`src/rtl/scsm_pkg.sv`:
```
// shared types and constants for the sorted count stream merge combiner
package scsm_pkg;

    localparam int MAX_STREAMS = 8;
    localparam int KEY_BITS    = 64;
    localparam int COUNT_BITS  = 32;
    localparam int SID_BITS    = 3;
    localparam int SC_BITS     = 4;
    localparam int OP_BITS     = 5;
    localparam int CFG_BITS    = 64;
    localparam int CFG_IDX_BITS = 2;

    localparam logic [CFG_IDX_BITS-1:0] CFG_OPERATION    = 2'd0;
    localparam logic [CFG_IDX_BITS-1:0] CFG_THRESHOLD    = 2'd1;
    localparam logic [CFG_IDX_BITS-1:0] CFG_MATH_CONST   = 2'd2;
    localparam logic [CFG_IDX_BITS-1:0] CFG_STREAM_COUNT = 2'd3;

    localparam logic [OP_BITS-1:0] OP_PASS      = 5'd0;
    localparam logic [OP_BITS-1:0] OP_LT        = 5'd1;
    localparam logic [OP_BITS-1:0] OP_GT        = 5'd2;
    localparam logic [OP_BITS-1:0] OP_ATLEAST   = 5'd3;
    localparam logic [OP_BITS-1:0] OP_ATMOST    = 5'd4;
    localparam logic [OP_BITS-1:0] OP_EQ        = 5'd5;
    localparam logic [OP_BITS-1:0] OP_NE        = 5'd6;
    localparam logic [OP_BITS-1:0] OP_ADD       = 5'd7;
    localparam logic [OP_BITS-1:0] OP_SUB       = 5'd8;
    localparam logic [OP_BITS-1:0] OP_MUL       = 5'd9;
    localparam logic [OP_BITS-1:0] OP_DIV       = 5'd10;
    localparam logic [OP_BITS-1:0] OP_DIVROUND  = 5'd11;
    localparam logic [OP_BITS-1:0] OP_MOD       = 5'd12;
    localparam logic [OP_BITS-1:0] OP_UNION     = 5'd13;
    localparam logic [OP_BITS-1:0] OP_UNION_MIN = 5'd14;
    localparam logic [OP_BITS-1:0] OP_UNION_MAX = 5'd15;
    localparam logic [OP_BITS-1:0] OP_UNION_SUM = 5'd16;
    localparam logic [OP_BITS-1:0] OP_ISECT     = 5'd17;
    localparam logic [OP_BITS-1:0] OP_ISECT_MIN = 5'd18;
    localparam logic [OP_BITS-1:0] OP_ISECT_MAX = 5'd19;
    localparam logic [OP_BITS-1:0] OP_ISECT_SUM = 5'd20;
    localparam logic [OP_BITS-1:0] OP_SUBTRACT  = 5'd21;
    localparam logic [OP_BITS-1:0] OP_DIFF      = 5'd22;
    localparam logic [OP_BITS-1:0] OP_SYMDIFF   = 5'd23;

    localparam logic [COUNT_BITS-1:0] COUNT_MAX = '1;

    typedef struct packed {
        logic [SID_BITS-1:0]   stream_id;
        logic [KEY_BITS-1:0]   key;
        logic [COUNT_BITS-1:0] count;
        logic                  exhausted;
    } t_in_item;

    typedef struct packed {
        logic [KEY_BITS-1:0]    out_key;
        logic [COUNT_BITS-1:0]  out_value;
        logic                   emit;
        logic [MAX_STREAMS-1:0] refill_mask;
        logic                   done_res;
    } t_out_item;

    typedef struct packed {
        logic                  start;
        logic [COUNT_BITS-1:0] dividend;
        logic [COUNT_BITS-1:0] divisor;
    } t_div_req;

    typedef struct packed {
        logic                  done;
        logic [COUNT_BITS-1:0] quot;
        logic [COUNT_BITS-1:0] rem;
    } t_div_rsp;

endpackage

```
`src/rtl/scsm_div.sv`:
```
// iterative restoring divider, one quotient bit per cycle
module scsm_div (
    input  logic              i_clk,
    input  logic              i_rst_n,
    input  scsm_pkg::t_div_req i_req,
    output scsm_pkg::t_div_rsp o_rsp
);
    import scsm_pkg::*;

    localparam int CW = $clog2(COUNT_BITS + 1);

    logic                  r_busy;
    logic                  r_done;
    logic [CW-1:0]         r_cnt;
    logic [COUNT_BITS:0]   r_rem;
    logic [COUNT_BITS-1:0] r_quo;
    logic [COUNT_BITS-1:0] r_dvs;
    logic [COUNT_BITS:0]   n_shift;
    logic                  n_ge;
    logic [COUNT_BITS:0]   n_rem;

    always_comb begin
        n_shift = {r_rem[COUNT_BITS-1:0], r_quo[COUNT_BITS-1]};
        n_ge    = n_shift >= {1'b0, r_dvs};
        n_rem   = n_ge ? (n_shift - {1'b0, r_dvs}) : n_shift;
    end

    always_ff @(posedge i_clk) begin
        if (!i_rst_n) begin
            r_busy <= 1'b0;
            r_done <= 1'b0;
        end else begin
            r_done <= 1'b0;
            if (i_req.start) begin
                r_busy <= 1'b1;
                r_cnt  <= CW'(COUNT_BITS);
                r_rem  <= '0;
                r_quo  <= i_req.dividend;
                r_dvs  <= i_req.divisor;
            end else if (r_busy) begin
                r_rem <= n_rem;
                r_quo <= {r_quo[COUNT_BITS-2:0], n_ge};
                r_cnt <= r_cnt - CW'(1);
                if (r_cnt == CW'(1)) begin
                    r_busy <= 1'b0;
                    r_done <= 1'b1;
                end
            end
        end
    end

    assign o_rsp.done = r_done;
    assign o_rsp.quot = r_quo;
    assign o_rsp.rem  = r_rem[COUNT_BITS-1:0];

endmodule

```
`src/rtl/sorted_count_stream_merge_combiner_unit.sv`:
```
// Merges up to eight key-sorted (key, count) streams into one combined stream.
// Input channel (i_in_valid / o_in_stall) carries one request that refills the
// head of one stream; requests for streams not in use or not pending are dropped.
// Once every pending head is refilled, a merge round runs and yields one result
// on the output channel (o_out_valid / i_out_stall): smallest key, combined
// value, emit flag, refill mask, or a done result when all streams are exhausted.
// A round walks the heads one per cycle, then combines them and loads the
// output register; multiply may pass through ST_MUL and ST_MULS first, and
// divide, divround and mod may wait on one shared bit-serial divider in ST_DIV.
// o_in_stall is high while a round is being worked out. The result sits in an
// output register; the block keeps taking requests while it waits, and a
// finished round holds until the output register is free. Configuration
// writes go through i_cfg_we / i_cfg_idx / i_cfg_data; the user is to make
// them only while idle, which the block does not enforce. Writing stream_count
// restarts the merge. Reset (synchronous, active low) clears all heads, sets
// one stream in use and pending, and empties the output.
module sorted_count_stream_merge_combiner_unit (
    input  logic                                  i_clk,
    input  logic                                  i_rst_n,
    input  logic                                  i_in_valid,
    output logic                                  o_in_stall,
    input  scsm_pkg::t_in_item                    i_in_data,
    output logic                                  o_out_valid,
    input  logic                                  i_out_stall,
    output scsm_pkg::t_out_item                   o_out_data,
    input  logic                                  i_cfg_we,
    input  logic [scsm_pkg::CFG_IDX_BITS-1:0]     i_cfg_idx,
    input  logic [scsm_pkg::CFG_BITS-1:0]         i_cfg_data
);
    import scsm_pkg::*;

    localparam logic [2:0] ST_IDLE = 3'd0;
    localparam logic [2:0] ST_SCAN = 3'd1;
    localparam logic [2:0] ST_CALC = 3'd2;
    localparam logic [2:0] ST_MUL  = 3'd3;
    localparam logic [2:0] ST_MULS = 3'd4;
    localparam logic [2:0] ST_DIV  = 3'd5;
    localparam logic [2:0] ST_FIN  = 3'd6;

    logic [2:0] r_state;

    logic [OP_BITS-1:0]     r_op;
    logic [63:0]            r_thr;
    logic [63:0]            r_mc;
    logic [SC_BITS-1:0]     r_sc;

    logic [KEY_BITS-1:0]    r_head_key [MAX_STREAMS];
    logic [COUNT_BITS-1:0]  r_head_cnt [MAX_STREAMS];
    logic [MAX_STREAMS-1:0] r_head_vld;
    logic [MAX_STREAMS-1:0] r_pend;

    logic [SID_BITS-1:0]    r_idx;
    logic [KEY_BITS-1:0]    r_key;
    logic [SC_BITS-1:0]     r_n;
    logic [MAX_STREAMS-1:0] r_mask;
    logic [SID_BITS-1:0]    r_first;
    logic [COUNT_BITS-1:0]  r_c0;
    logic [COUNT_BITS-1:0]  r_min;
    logic [COUNT_BITS-1:0]  r_max;
    logic [COUNT_BITS-1:0]  r_sum;
    logic [COUNT_BITS-1:0]  r_sub;
    logic [COUNT_BITS-1:0]  r_val;
    logic [2*COUNT_BITS-1:0] r_prod;

    logic                   r_out_valid;
    t_out_item              r_out;

    t_div_req               div_req;
    t_div_rsp               div_rsp;

    logic                   in_acc;
    logic                   in_ok;
    logic [MAX_STREAMS-1:0] n_pend;
    logic [SC_BITS-1:0]     sc_m1;
    logic [SC_BITS-1:0]     n_sc;
    logic [KEY_BITS-1:0]    hk;
    logic [COUNT_BITS-1:0]  hc;
    logic                   hv;
    logic [COUNT_BITS:0]    sum_w;
    logic [COUNT_BITS:0]    add_w;
    logic [63:0]            c0_w;
    logic                   all_n;
    logic                   mc_hi;
    logic                   mc_zero;
    logic [COUNT_BITS-1:0]  calc_val;
    logic [COUNT_BITS-1:0]  div_val;
    logic [COUNT_BITS-1:0]  half_w;
    logic                   out_free;

    assign in_acc   = i_in_valid && !o_in_stall;
    assign in_ok    = ({1'b0, i_in_data.stream_id} < r_sc) && r_pend[i_in_data.stream_id];
    assign n_pend   = r_pend & ~(MAX_STREAMS'(1) << i_in_data.stream_id);
    assign sc_m1    = r_sc - SC_BITS'(1);
    assign hk       = r_head_key[r_idx];
    assign hc       = r_head_cnt[r_idx];
    assign hv       = r_head_vld[r_idx];
    assign sum_w    = {1'b0, r_sum} + {1'b0, hc};
    assign c0_w     = {{(64-COUNT_BITS){1'b0}}, r_c0};
    assign all_n    = (r_n == r_sc);
    assign mc_hi    = (r_mc[63:COUNT_BITS] != '0);
    assign mc_zero  = (r_mc == '0);
    assign add_w    = {1'b0, r_c0} + {1'b0, r_mc[COUNT_BITS-1:0]};
    assign out_free = !r_out_valid || !i_out_stall;
    assign half_w   = r_mc[COUNT_BITS-1:0] - div_rsp.rem;

    always_comb begin
        if (i_cfg_data[3:0] == 4'd0) begin
            n_sc = SC_BITS'(1);
        end else if (i_cfg_data[3:0] > 4'(MAX_STREAMS)) begin
            n_sc = SC_BITS'(MAX_STREAMS);
        end else begin
            n_sc = i_cfg_data[SC_BITS-1:0];
        end
    end

    // rules settled here in ST_CALC; multiply and divide ones are finished later
    always_comb begin
        calc_val = '0;
        case (r_op)
            OP_PASS:      calc_val = r_c0;
            OP_LT:        calc_val = (c0_w <  r_thr) ? r_c0 : '0;
            OP_GT:        calc_val = (c0_w >  r_thr) ? r_c0 : '0;
            OP_ATLEAST:   calc_val = (c0_w >= r_thr) ? r_c0 : '0;
            OP_ATMOST:    calc_val = (c0_w <= r_thr) ? r_c0 : '0;
            OP_EQ:        calc_val = (c0_w == r_thr) ? r_c0 : '0;
            OP_NE:        calc_val = (c0_w != r_thr) ? r_c0 : '0;
            OP_ADD:       calc_val = (mc_hi || add_w[COUNT_BITS]) ? COUNT_MAX
                                                                  : add_w[COUNT_BITS-1:0];
            OP_SUB:       calc_val = (c0_w < r_mc) ? '0
                                     : r_c0 - r_mc[COUNT_BITS-1:0];
            OP_MUL:       calc_val = (r_c0 == '0) ? '0 : COUNT_MAX;
            OP_DIV:       calc_val = '0;
            OP_DIVROUND:  calc_val = mc_zero ? '0 : COUNT_BITS'(1);
            OP_MOD:       calc_val = mc_zero ? '0 : r_c0;
            OP_UNION:     calc_val = COUNT_BITS'(r_n);
            OP_UNION_MIN: calc_val = r_min;
            OP_UNION_MAX: calc_val = r_max;
            OP_UNION_SUM: calc_val = r_sum;
            OP_ISECT:     calc_val = all_n ? r_c0 : '0;
            OP_ISECT_MIN: calc_val = all_n ? r_min : '0;
            OP_ISECT_MAX: calc_val = all_n ? r_max : '0;
            OP_ISECT_SUM: calc_val = all_n ? r_sum : '0;
            OP_SUBTRACT:  calc_val = (r_first == '0) ? r_sub : '0;
            OP_DIFF:      calc_val = (r_n == SC_BITS'(1) && r_first == '0) ? r_c0 : '0;
            OP_SYMDIFF:   calc_val = (r_n == SC_BITS'(1)) ? r_c0 : '0;
            default:      calc_val = '0;
        endcase
    end

    always_comb begin
        if (r_op == OP_DIV) begin
            div_val = div_rsp.quot;
        end else if (r_op == OP_MOD) begin
            div_val = div_rsp.rem;
        end else if (c0_w < r_mc) begin
            div_val = COUNT_BITS'(1);
        end else begin
            div_val = div_rsp.quot + COUNT_BITS'(div_rsp.rem >= half_w);
        end
    end

    always_comb begin
        div_req.start    = (r_state == ST_CALC) && (r_n != '0) && !mc_zero && !mc_hi &&
                           (r_op == OP_DIV || r_op == OP_DIVROUND || r_op == OP_MOD);
        div_req.dividend = r_c0;
        div_req.divisor  = r_mc[COUNT_BITS-1:0];
    end

    scsm_div u_div (
        .i_clk   (i_clk),
        .i_rst_n (i_rst_n),
        .i_req   (div_req),
        .o_rsp   (div_rsp)
    );

    always_ff @(posedge i_clk) begin
        if (in_acc && in_ok) begin
            r_head_key[i_in_data.stream_id] <= i_in_data.key;
            r_head_cnt[i_in_data.stream_id] <= i_in_data.count;
        end
        if (r_state == ST_MUL) begin
            r_prod <= r_c0 * r_mc[COUNT_BITS-1:0];
        end
    end

    always_ff @(posedge i_clk) begin
        if (!i_rst_n) begin
            r_state     <= ST_IDLE;
            r_op        <= '0;
            r_thr       <= '0;
            r_mc        <= '0;
            r_sc        <= SC_BITS'(1);
            r_head_vld  <= '0;
            r_pend      <= MAX_STREAMS'(1);
            r_out_valid <= 1'b0;
            r_idx       <= '0;
            r_n         <= '0;
        end else begin
            if (r_out_valid && !i_out_stall) begin
                r_out_valid <= 1'b0;
            end
            if (i_cfg_we) begin
                unique case (i_cfg_idx)
                    CFG_OPERATION:    r_op  <= i_cfg_data[OP_BITS-1:0];
                    CFG_THRESHOLD:    r_thr <= i_cfg_data;
                    CFG_MATH_CONST:   r_mc  <= i_cfg_data;
                    CFG_STREAM_COUNT: begin
                        r_sc       <= n_sc;
                        r_head_vld <= '0;
                        r_pend     <= MAX_STREAMS'((1 << n_sc) - 1);
                    end
                    default: ;
                endcase
            end
            unique case (r_state)
                ST_IDLE: begin
                    if (in_acc && in_ok) begin
                        r_head_vld[i_in_data.stream_id] <= !i_in_data.exhausted;
                        r_pend <= n_pend;
                        if (n_pend == '0) begin
                            r_state <= ST_SCAN;
                            r_idx   <= '0;
                            r_n     <= '0;
                        end
                    end
                end
                ST_SCAN: begin
                    if (hv) begin
                        if (r_n == '0 || hk < r_key) begin
                            r_key   <= hk;
                            r_c0    <= hc;
                            r_min   <= hc;
                            r_max   <= hc;
                            r_sum   <= hc;
                            r_sub   <= hc;
                            r_first <= r_idx;
                            r_n     <= SC_BITS'(1);
                            r_mask  <= MAX_STREAMS'(1) << r_idx;
                        end else if (hk == r_key) begin
                            r_n    <= r_n + SC_BITS'(1);
                            r_mask <= r_mask | (MAX_STREAMS'(1) << r_idx);
                            if (hc < r_min) r_min <= hc;
                            if (hc > r_max) r_max <= hc;
                            r_sum  <= sum_w[COUNT_BITS] ? COUNT_MAX : sum_w[COUNT_BITS-1:0];
                            r_sub  <= (r_sub > hc) ? r_sub - hc : '0;
                        end
                    end
                    r_idx <= r_idx + SID_BITS'(1);
                    if ({1'b0, r_idx} == sc_m1) begin
                        r_state <= ST_CALC;
                    end
                end
                ST_CALC: begin
                    r_val <= calc_val;
                    if (r_n == '0) begin
                        r_mask  <= '0;
                        r_state <= ST_FIN;
                    end else if (div_req.start) begin
                        r_state <= ST_DIV;
                    end else if (r_op == OP_MUL && r_c0 != '0 && !mc_hi) begin
                        r_state <= ST_MUL;
                    end else begin
                        r_state <= ST_FIN;
                    end
                end
                ST_MUL: begin
                    r_state <= ST_MULS;
                end
                ST_MULS: begin
                    r_val   <= (r_prod[2*COUNT_BITS-1:COUNT_BITS] != '0) ? COUNT_MAX
                                                                        : r_prod[COUNT_BITS-1:0];
                    r_state <= ST_FIN;
                end
                ST_DIV: begin
                    if (div_rsp.done) begin
                        r_val   <= div_val;
                        r_state <= ST_FIN;
                    end
                end
                ST_FIN: begin
                    if (out_free) begin
                        r_out_valid <= 1'b1;
                        r_pend      <= r_mask;
                        r_state     <= ST_IDLE;
                    end
                end
                default: r_state <= ST_IDLE;
            endcase
        end
    end

    // output payload, loaded with the valid flag
    always_ff @(posedge i_clk) begin
        if (r_state == ST_FIN && out_free) begin
            if (r_n == '0) begin
                r_out.out_key   <= '0;
                r_out.out_value <= '0;
                r_out.emit      <= 1'b0;
                r_out.done_res  <= 1'b1;
            end else begin
                r_out.out_key   <= r_key;
                r_out.out_value <= r_val;
                r_out.emit      <= (r_val != '0);
                r_out.done_res  <= 1'b0;
            end
            r_out.refill_mask <= r_mask;
        end
    end

    assign o_in_stall  = (r_state != ST_IDLE);
    assign o_out_valid = r_out_valid;
    assign o_out_data  = r_out;

endmodule

```
`config.mk`:
```
export PLATFORM = sky130hd
export DESIGN_NAME = sorted_count_stream_merge_combiner_unit
export DESIGN_NICKNAME = d
export VERILOG_FILES = /design/src/rtl/scsm_pkg.sv /design/src/rtl/scsm_div.sv /design/src/rtl/sorted_count_stream_merge_combiner_unit.sv
export SDC_FILE = /design/constraint.sdc
export NUM_CORES = 2
export LEC_CHECK = 0
export ABC_CLOCK_PERIOD_IN_PS = 11600
export BUFFER_PORTS_ARGS = -buffer_cell sky130_fd_sc_hd__buf_4
export CAP_MARGIN = 15
export CELL_PAD_IN_SITES_DETAIL_PLACEMENT = 1
export CELL_PAD_IN_SITES_GLOBAL_PLACEMENT = 1
export CORE_UTILIZATION = 24
export CTS_CLUSTER_SIZE = 40
export DETAILED_ROUTE_END_ITERATION = 8
export HOLD_SLACK_MARGIN = 0.1
export MAX_ROUTING_LAYER = met4
export PLACE_DENSITY = 0.55
export SLEW_MARGIN = 15
export SYNTH_ARGS = -nofsm -noshare
export SYNTH_HDL_FRONTEND = slang
export SYNTH_SLANG_ARGS = --single-unit
export TNS_END_PERCENT = 1
```
`constraint.sdc`:
```
create_clock -name i_clk -period 11.6 [get_ports i_clk]
set_input_delay 1.16 -clock i_clk [delete_from_list [all_inputs] [get_ports i_clk]]
set_output_delay 1.16 -clock i_clk [all_outputs]
set_load 0.01 [all_outputs]
```
== Word level (Yosys, flattened, before mapping) ==
Memory sizes are Yosys's and may differ from the RTL's. A register that Yosys moved wholly into a read port is not among the register bits.
Cells that the tools add are included.

* Register bits: 705
* Bits in writable memories: 768
* Output and inout port bits: 108
* Memories: 2

* Add/sub/neg operators: 12
* $mul: 1
* Magnitude comparators: 16
* Eq/ne operators: 47
* Shift operators: 3
* Mux-type cells: 98
* Bitwise gates (word level): 5
* Reduce and logical (&&, ||, !) cells: 62

{| class="wikitable"
|+ Memory list
! name !! words !! bits a word !! rd ports !! clocked after Yosys merged registers in !! wr ports !! RTL line !! text
|-
| r_head_key || 8 || 64 || 1 || 1 || 1 || sorted_count_stream_merge_combiner_unit.sv:47 || <nowiki>logic [KEY_BITS-1:0] r_head_key [MAX_STREAMS];</nowiki>
|-
| r_head_cnt || 8 || 32 || 1 || 1 || 1 || sorted_count_stream_merge_combiner_unit.sv:48 || <nowiki>logic [COUNT_BITS-1:0] r_head_cnt [MAX_STREAMS];</nowiki>
|}

{| class="wikitable"
|+ Operator list
! cell !! number
|-
| 32-bit 2-to-1 mux || 38
|-
| 32-bit case mux with 23 select lines || 1
|-
| 32-bit by 64-bit < comparator with 1-bit output || 2
|-
| 32-bit nonzero test || 4
|-
| 32-bit subtractor || 4
|-
| 8-bit 2-to-1 mux || 13
|-
| 32-bit case mux with 3 select lines || 1
|-
| 32-bit by 32-bit adder with 33-bit output || 2
|-
| 32-bit by 64-bit equality test with 1-bit output || 1
|-
| 64-bit equality test || 1
|-
| 32-bit by 64-bit greater-or-equal comparator with 1-bit output || 1
|-
| 32-bit > comparator || 2
|-
| 32-bit by 64-bit > comparator with 1-bit output || 1
|-
| 32-bit by 64-bit <= comparator with 1-bit output || 1
|-
| 64-bit zero test || 1
|-
| 64-bit < comparator || 1
|-
| 32-bit by 32-bit multiplier with 64-bit output || 1
|-
| 32-bit by 64-bit != test with 1-bit output || 1
|-
| 3-bit 2-to-1 mux || 14
|-
| 5-bit by 4-bit equality test with 1-bit output, second input constant || 8
|-
| 5-bit equality test, second input constant || 8
|-
| 33-bit by 32-bit greater-or-equal comparator with 1-bit output || 1
|-
| 32-bit by 1-bit adder with 32-bit output || 1
|-
| 32-bit greater-or-equal comparator || 1
|-
| other kinds (58) || 135
|}

== Depth between registers and ports, before layout ==
* Word-level depth: 9
* Mapped depth: 37
* Depth with buffers taken out: 36

== Cells and area by module ==
Synthesis repeated with hierarchy kept, for this count alone.

* Cell total of the unflattened synthesis: 9,414
* Area, all modules: 105,824.0 um^2

{| class="wikitable"
|+ By module, submodules not included
! module !! times used !! cells an instance !! area an instance (um^2)
|-
| sorted_count_stream_merge_combiner_unit || 1 || 8,854 || 99,698.1
|-
| scsm_div || 1 || 560 || 6,125.9
|}

== Least setup slack after synthesis ==
No wires, ideal clock.

* Kind: input to register
* Start: input port i_in_data[97] (netlist bit)
* End: register r_head_vld[4]
* Data arrival time: 10.160 ns
* Path slack: 1.313 ns
* Stages: 11
* Path buffers: 2
* Cell sequence: clkbuf_1 -> nand2b_1 -> a21o_1 -> a21oi_1 -> nor2_1 -> nor4_1 -> clkbuf_1 -> nand2_1 -> nor3_1 -> mux2_2 -> nor2_1

* Word-level cells in the longest chain between the ends: 7
* Elaborated cells on any way between the ends: 13

{| class="wikitable"
|+ RTL lines
! element !! RTL line !! text
|-
| start: declaration || sorted_count_stream_merge_combiner_unit.sv:22 || <nowiki>input scsm_pkg::t_in_item i_in_data,</nowiki>
|-
| 3-bit by 4-bit < comparator with 1-bit output (not written as such) or 3-bit by 1-bit greater-or-equal comparator with 1-bit output (tied branches) || sorted_count_stream_merge_combiner_unit.sv:218 || <nowiki>r_head_vld[i_in_data.stream_id] <= !i_in_data.exhausted;</nowiki>
|-
| 1-bit logical AND (not written as such) || sorted_count_stream_merge_combiner_unit.sv:218 ||
|-
| 1-bit 2-to-1 mux (not written as such) || sorted_count_stream_merge_combiner_unit.sv:218 ||
|-
| 1-bit demux with 3-bit select || sorted_count_stream_merge_combiner_unit.sv:218 ||
|-
| 8-bit bitwise mux || sorted_count_stream_merge_combiner_unit.sv:218 ||
|-
| 8-bit 2-to-1 mux (*) || sorted_count_stream_merge_combiner_unit.sv:217 || <nowiki>if (in_acc && in_ok) begin</nowiki>
|-
| 8-bit 2-to-1 mux (*) || sorted_count_stream_merge_combiner_unit.sv:215 || <nowiki>unique case (r_state)</nowiki>
|-
| end signal: indexed assignment || sorted_count_stream_merge_combiner_unit.sv:218 ||
|-
| end: declaration || sorted_count_stream_merge_combiner_unit.sv:49 || <nowiki>logic [MAX_STREAMS-1:0] r_head_vld;</nowiki>
|}

Every way passes the cells marked *; elsewhere a longest branch is shown, timed or not. The select of a mux whose other input is x is not followed.
A chain may end at the register's enable or synchronous reset.

== Final worst setup path ==
* Start: register r_mc[13]
* End: register r_prod[61] (data pin)

* Word-level cells in the longest chain between the ends: 1

{| class="wikitable"
|+ RTL lines
! element !! RTL line !! text
|-
| start: declaration || sorted_count_stream_merge_combiner_unit.sv:44 || <nowiki>logic [63:0] r_mc;</nowiki>
|-
| start signal: assignment || sorted_count_stream_merge_combiner_unit.sv:206 || <nowiki>CFG_MATH_CONST: r_mc <= i_cfg_data;</nowiki>
|-
| 32-bit by 32-bit multiplier with 64-bit output || sorted_count_stream_merge_combiner_unit.sv:182 || <nowiki>r_prod <= r_c0 * r_mc[COUNT_BITS-1:0];</nowiki>
|-
| end signal: assignment || sorted_count_stream_merge_combiner_unit.sv:182 ||
|-
| end: declaration || sorted_count_stream_merge_combiner_unit.sv:63 || <nowiki>logic [2*COUNT_BITS-1:0] r_prod;</nowiki>
|}

Every way passes these cells.

==> impl_metrics.toml <==
[timing]
setup_tns_ns = 0
finalCriticalPeriod_ns = 9.81
clock_skew_ns = 0.110
post-route-period-util_pct = 84.5
worst-slew-pin-transition_ns = 1.22
setup_viol = 0
slew_violations = 0
max_freq_ghz = 0.102
slew_headroom_pct = 16.8
rsz0062_at_grt = "no"
hold_viol = 0

[yosys]
async_flop_share_pct = 0
synth-main-ff-cell = "edfxtp_1"
ys_warn_count = 0
synth-edff-count = 1307
avgSynthCellArea_um2 = 11.2
synth_area_leaders = "edfxtp_1 (37%), fa_1 (17%), ha_1 (7.8%), inv_1 (4.5%), mux4_2 (4.2%)"
synth_cell_types = 92
synth_top_cells_by_count = "edfxtp_1 (1307), inv_1 (1281), nand2_1 (942), fa_1 (901), ha_1 (664)"
synth_nets = 11200
synth_top_cell_by_area = "edfxtp_1"
seq_area_frac_synth_pct = 40.2
netlist.area_leader.share_pct = 37.1
ys_seq_elements = 1476
syn_area_um2 = 106000
yosys.cell_count.top_type = "edfxtp_1"
synthCells = 9467

[setup_path]
path_class = "flop to flop"
worstPathRequired_ns = 12.24
crit_arrival_ns = 10.45
r2r_cells = 23
cp_max_fo = 18
regToRegSetupSlack_ns = 1.79
r2r-start = "r_mc[13]$_SDFFE_PN0P_"
critPathCaptureType = "flop"
cp-start-kind = "flop"
regToRegEndpoint = "r_prod[61]$_DFFE_PP_"

[global_route]
gr-usage-all-layers_pct = 19.2
grt_antenna_before_repair = 58
grt_remaining_overflow = 0
grt_max_degree = 127
grt_pass1_vias = 82600
grt_pass1_wl_mm = 605

[power]
total_power_uw = 13700
power.density_nw_per_um2 = 113
vdd_drop_max_mv = 0.115
p_leak_uw = 0.0476

[routing]
drtAntennaViolNets = 0
remaining_drc_errors = 0
drt_iter0_drc = 5431
via_per_inst = 4.85
first_pass_iters = 6
wl_mm = 420
vias = 76200
wire_per_inst_um = 26.7

[layout]
fin_nets = 11400
drive_above_1_share_pct = 11.4
synthToLayoutAreaGrowth_pct = 14.6

[worst_hold_path]
min_path_type = "flop to flop"
whs_endpoint = "r_mc[36]$_SDFFE_PN0P_"
worstHoldPathCells = 2
hp-start = "r_mc[36]$_SDFFE_PN0P_"

[outcome]
status = "finished clean"

[clock_network]
cts-buffers-inserted = 183
clk_latency_ns = 0.94
post_cts_buffers = 0
cts_buffer_depth = 4
path_clk_slew_ns = 0.06
cts_hold_buf = 0
cts_root_buffer = "clkbuf_16"
clock-sinks = 1476
post_cts_resized = 0
cts_htree_levels = 4
cts_tree = "built"

[job]
max-cap-violations = 0

[floorplan]
io_pins = 279
die-area_um2 = 444000
initial_core_util_pct = 24.1
row_count = 243
die_y_um = 666
core-area_um2 = 439000
fp.dieW_um = 666

[placed_design]
place.gp.congestion = 0.967
io_buffers = 278
dp_hpwl_mm = 313
## layout by cell type (no fill, tap or decap), drive strengths merged, types with 37 or more instances in the layout
cell / netlist / routed
diode: 0 / 43
nand4: 85 / 85
a211oi: 37 / 37
nor2b: 81 / 81
nor4: 69 / 69
a221oi: 45 / 45
xnor2: 162 / 162
o22ai: 43 / 43
edfxtp: 1307 / 1307
clkbuf: 436 / 237
o21ai: 270 / 270
a21o: 139 / 139
o21a: 49 / 49
a21oi: 493 / 493
buf: 51 / 474
o211ai: 48 / 48
inv: 1281 / 1286
nor2: 522 / 522
nor3: 89 / 89
xor2: 63 / 63
nand2: 942 / 942
nand2b: 41 / 41
mux2: 103 / 103
o21bai: 40 / 40
and3: 44 / 44
dfxtp: 169 / 169
mux2i: 68 / 68
and2: 447 / 447
mux4: 196 / 196
a31oi: 51 / 51
nand3: 90 / 90
clkinv: 15 / 75
fa: 901 / 901
ha: 664 / 664
## registers in the layout (all words and copies together), names as in the netlist, 5 cells and up, named ones only
signal / flops
r_op: 5
r_prod: 64
u_div.r_rem: 32
r_mc: 64
r_key: 64
r_sub: 32
r_max: 32
u_div.r_dvs: 32
u_div.r_quo: 32
r_sum: 32
r_mask: 8
o_out_data: 106
r_thr: 64
r_head_key: 512
r_min: 32
r_head_cnt: 256
r_head_vld: 8
r_val: 32
u_div.r_cnt: 6
r_c0: 32
r_pend: 8
## worst max-delay path, stage by stage, from the launching register on
cell,delay (ns)
dfxtp_1,0.91
buf_4,0.41
ha_1,0.56
fa_1,0.55
fa_1,0.55
inv_1,0.08
fa_1,0.51
fa_1,0.51
inv_1,0.06
fa_1,0.56
fa_1,0.44
fa_1,0.65
fa_1,0.52
ha_1,0.42
a21oi_1,0.25
o21ai_0,0.16
or2_2,0.32
o22a_1,0.19
o211ai_1,0.24
a211oi_1,0.15
nor4_1,0.93
a211oi_1,0.22
a41oi_1,0.31
xnor2_1,0.09
## where the power goes
part           internal [µW]  switching, µW  leakage (µW)
clock network           3370           2450       0.00287
registers               5820           24.0        0.0132
logic                    729           1320        0.0315
## area by class of cell
type                            instances  area (µm²)
Timing Repair Buffer                  474        3740
Inverter                             1296        4870
Clock buffer                          237        4900
Clock inverter                         91        1060
Antenna cell                           43         108
Fill cell                           48800      317000
Multi-Input combinational cell       6208       56700
Sequential cell                      1476       42600
Tap cell                             5880        7360
## worst max-delay path by stage
stage / start / end / slack (ns) / cells past startpoint
floorplan: i_in_data[97] / r_head_vld[4]$_SDFF_PN0_ / 1.31 / 11
detailed placement: r_mc[13]$_SDFFE_PN0P_ / r_prod[61]$_DFFE_PP_ / 2.06 / 22
global route: r_mc[13]$_SDFFE_PN0P_ / r_prod[61]$_DFFE_PP_ / 1.64 / 22
global placement: r_mc[13]$_SDFFE_PN0P_ / r_prod[56]$_DFFE_PP_ / 1.88 / 25
finish: r_mc[13]$_SDFFE_PN0P_ / r_prod[61]$_DFFE_PP_ / 1.79 / 23
CTS: r_mc[13]$_SDFFE_PN0P_ / r_prod[61]$_DFFE_PP_ / 2.08 / 22
## metrics by stage
step	area [µm²]	hold slack (ns)	setup slack (ns)	util (%)	std cells
floorplan	106000	0.435	1.31	-	9467
global placement	115000	0.442	1.88	26.3	15300
CTS	121000	0.397	2.08	27.6	15700
detailed placement	115000	0.450	2.06	26.3	15300
finish	121000	0.458	1.79	27.7	15700
global route	121000	0.439	1.64	27.7	15700
## layer usage
layer | GRT usage [%] | routed length (µm) | vias to the layer above | part of all wire [%]
li1 | - | - | 33000 | -
met1 | 24.2 | 179000 | 40300 | 43
met2 | 30.9 | 197000 | 2255 | 47
met3 | 3.50 | 27000 | 630 | 6.4
met4 | 6.51 | 16200 | 0 | 3.9
met5 | - | 0 | - | 0
## logic make-up after synthesis
logic type	Yosys count	synth area share, %
flip-flops	1476	40.2
buffers and inverters	1783	6.34
other	1	0.00354
XOR/XNOR	225	1.86
AO/OA/AOI/OAI	1541	9.51
multiplexers	367	5.91
adder cells (fa/ha/maj)	1565	24.9
AND/OR/NAND/NOR	2509	11.3
Note: power is estimated with default switching activity, not from simulation.
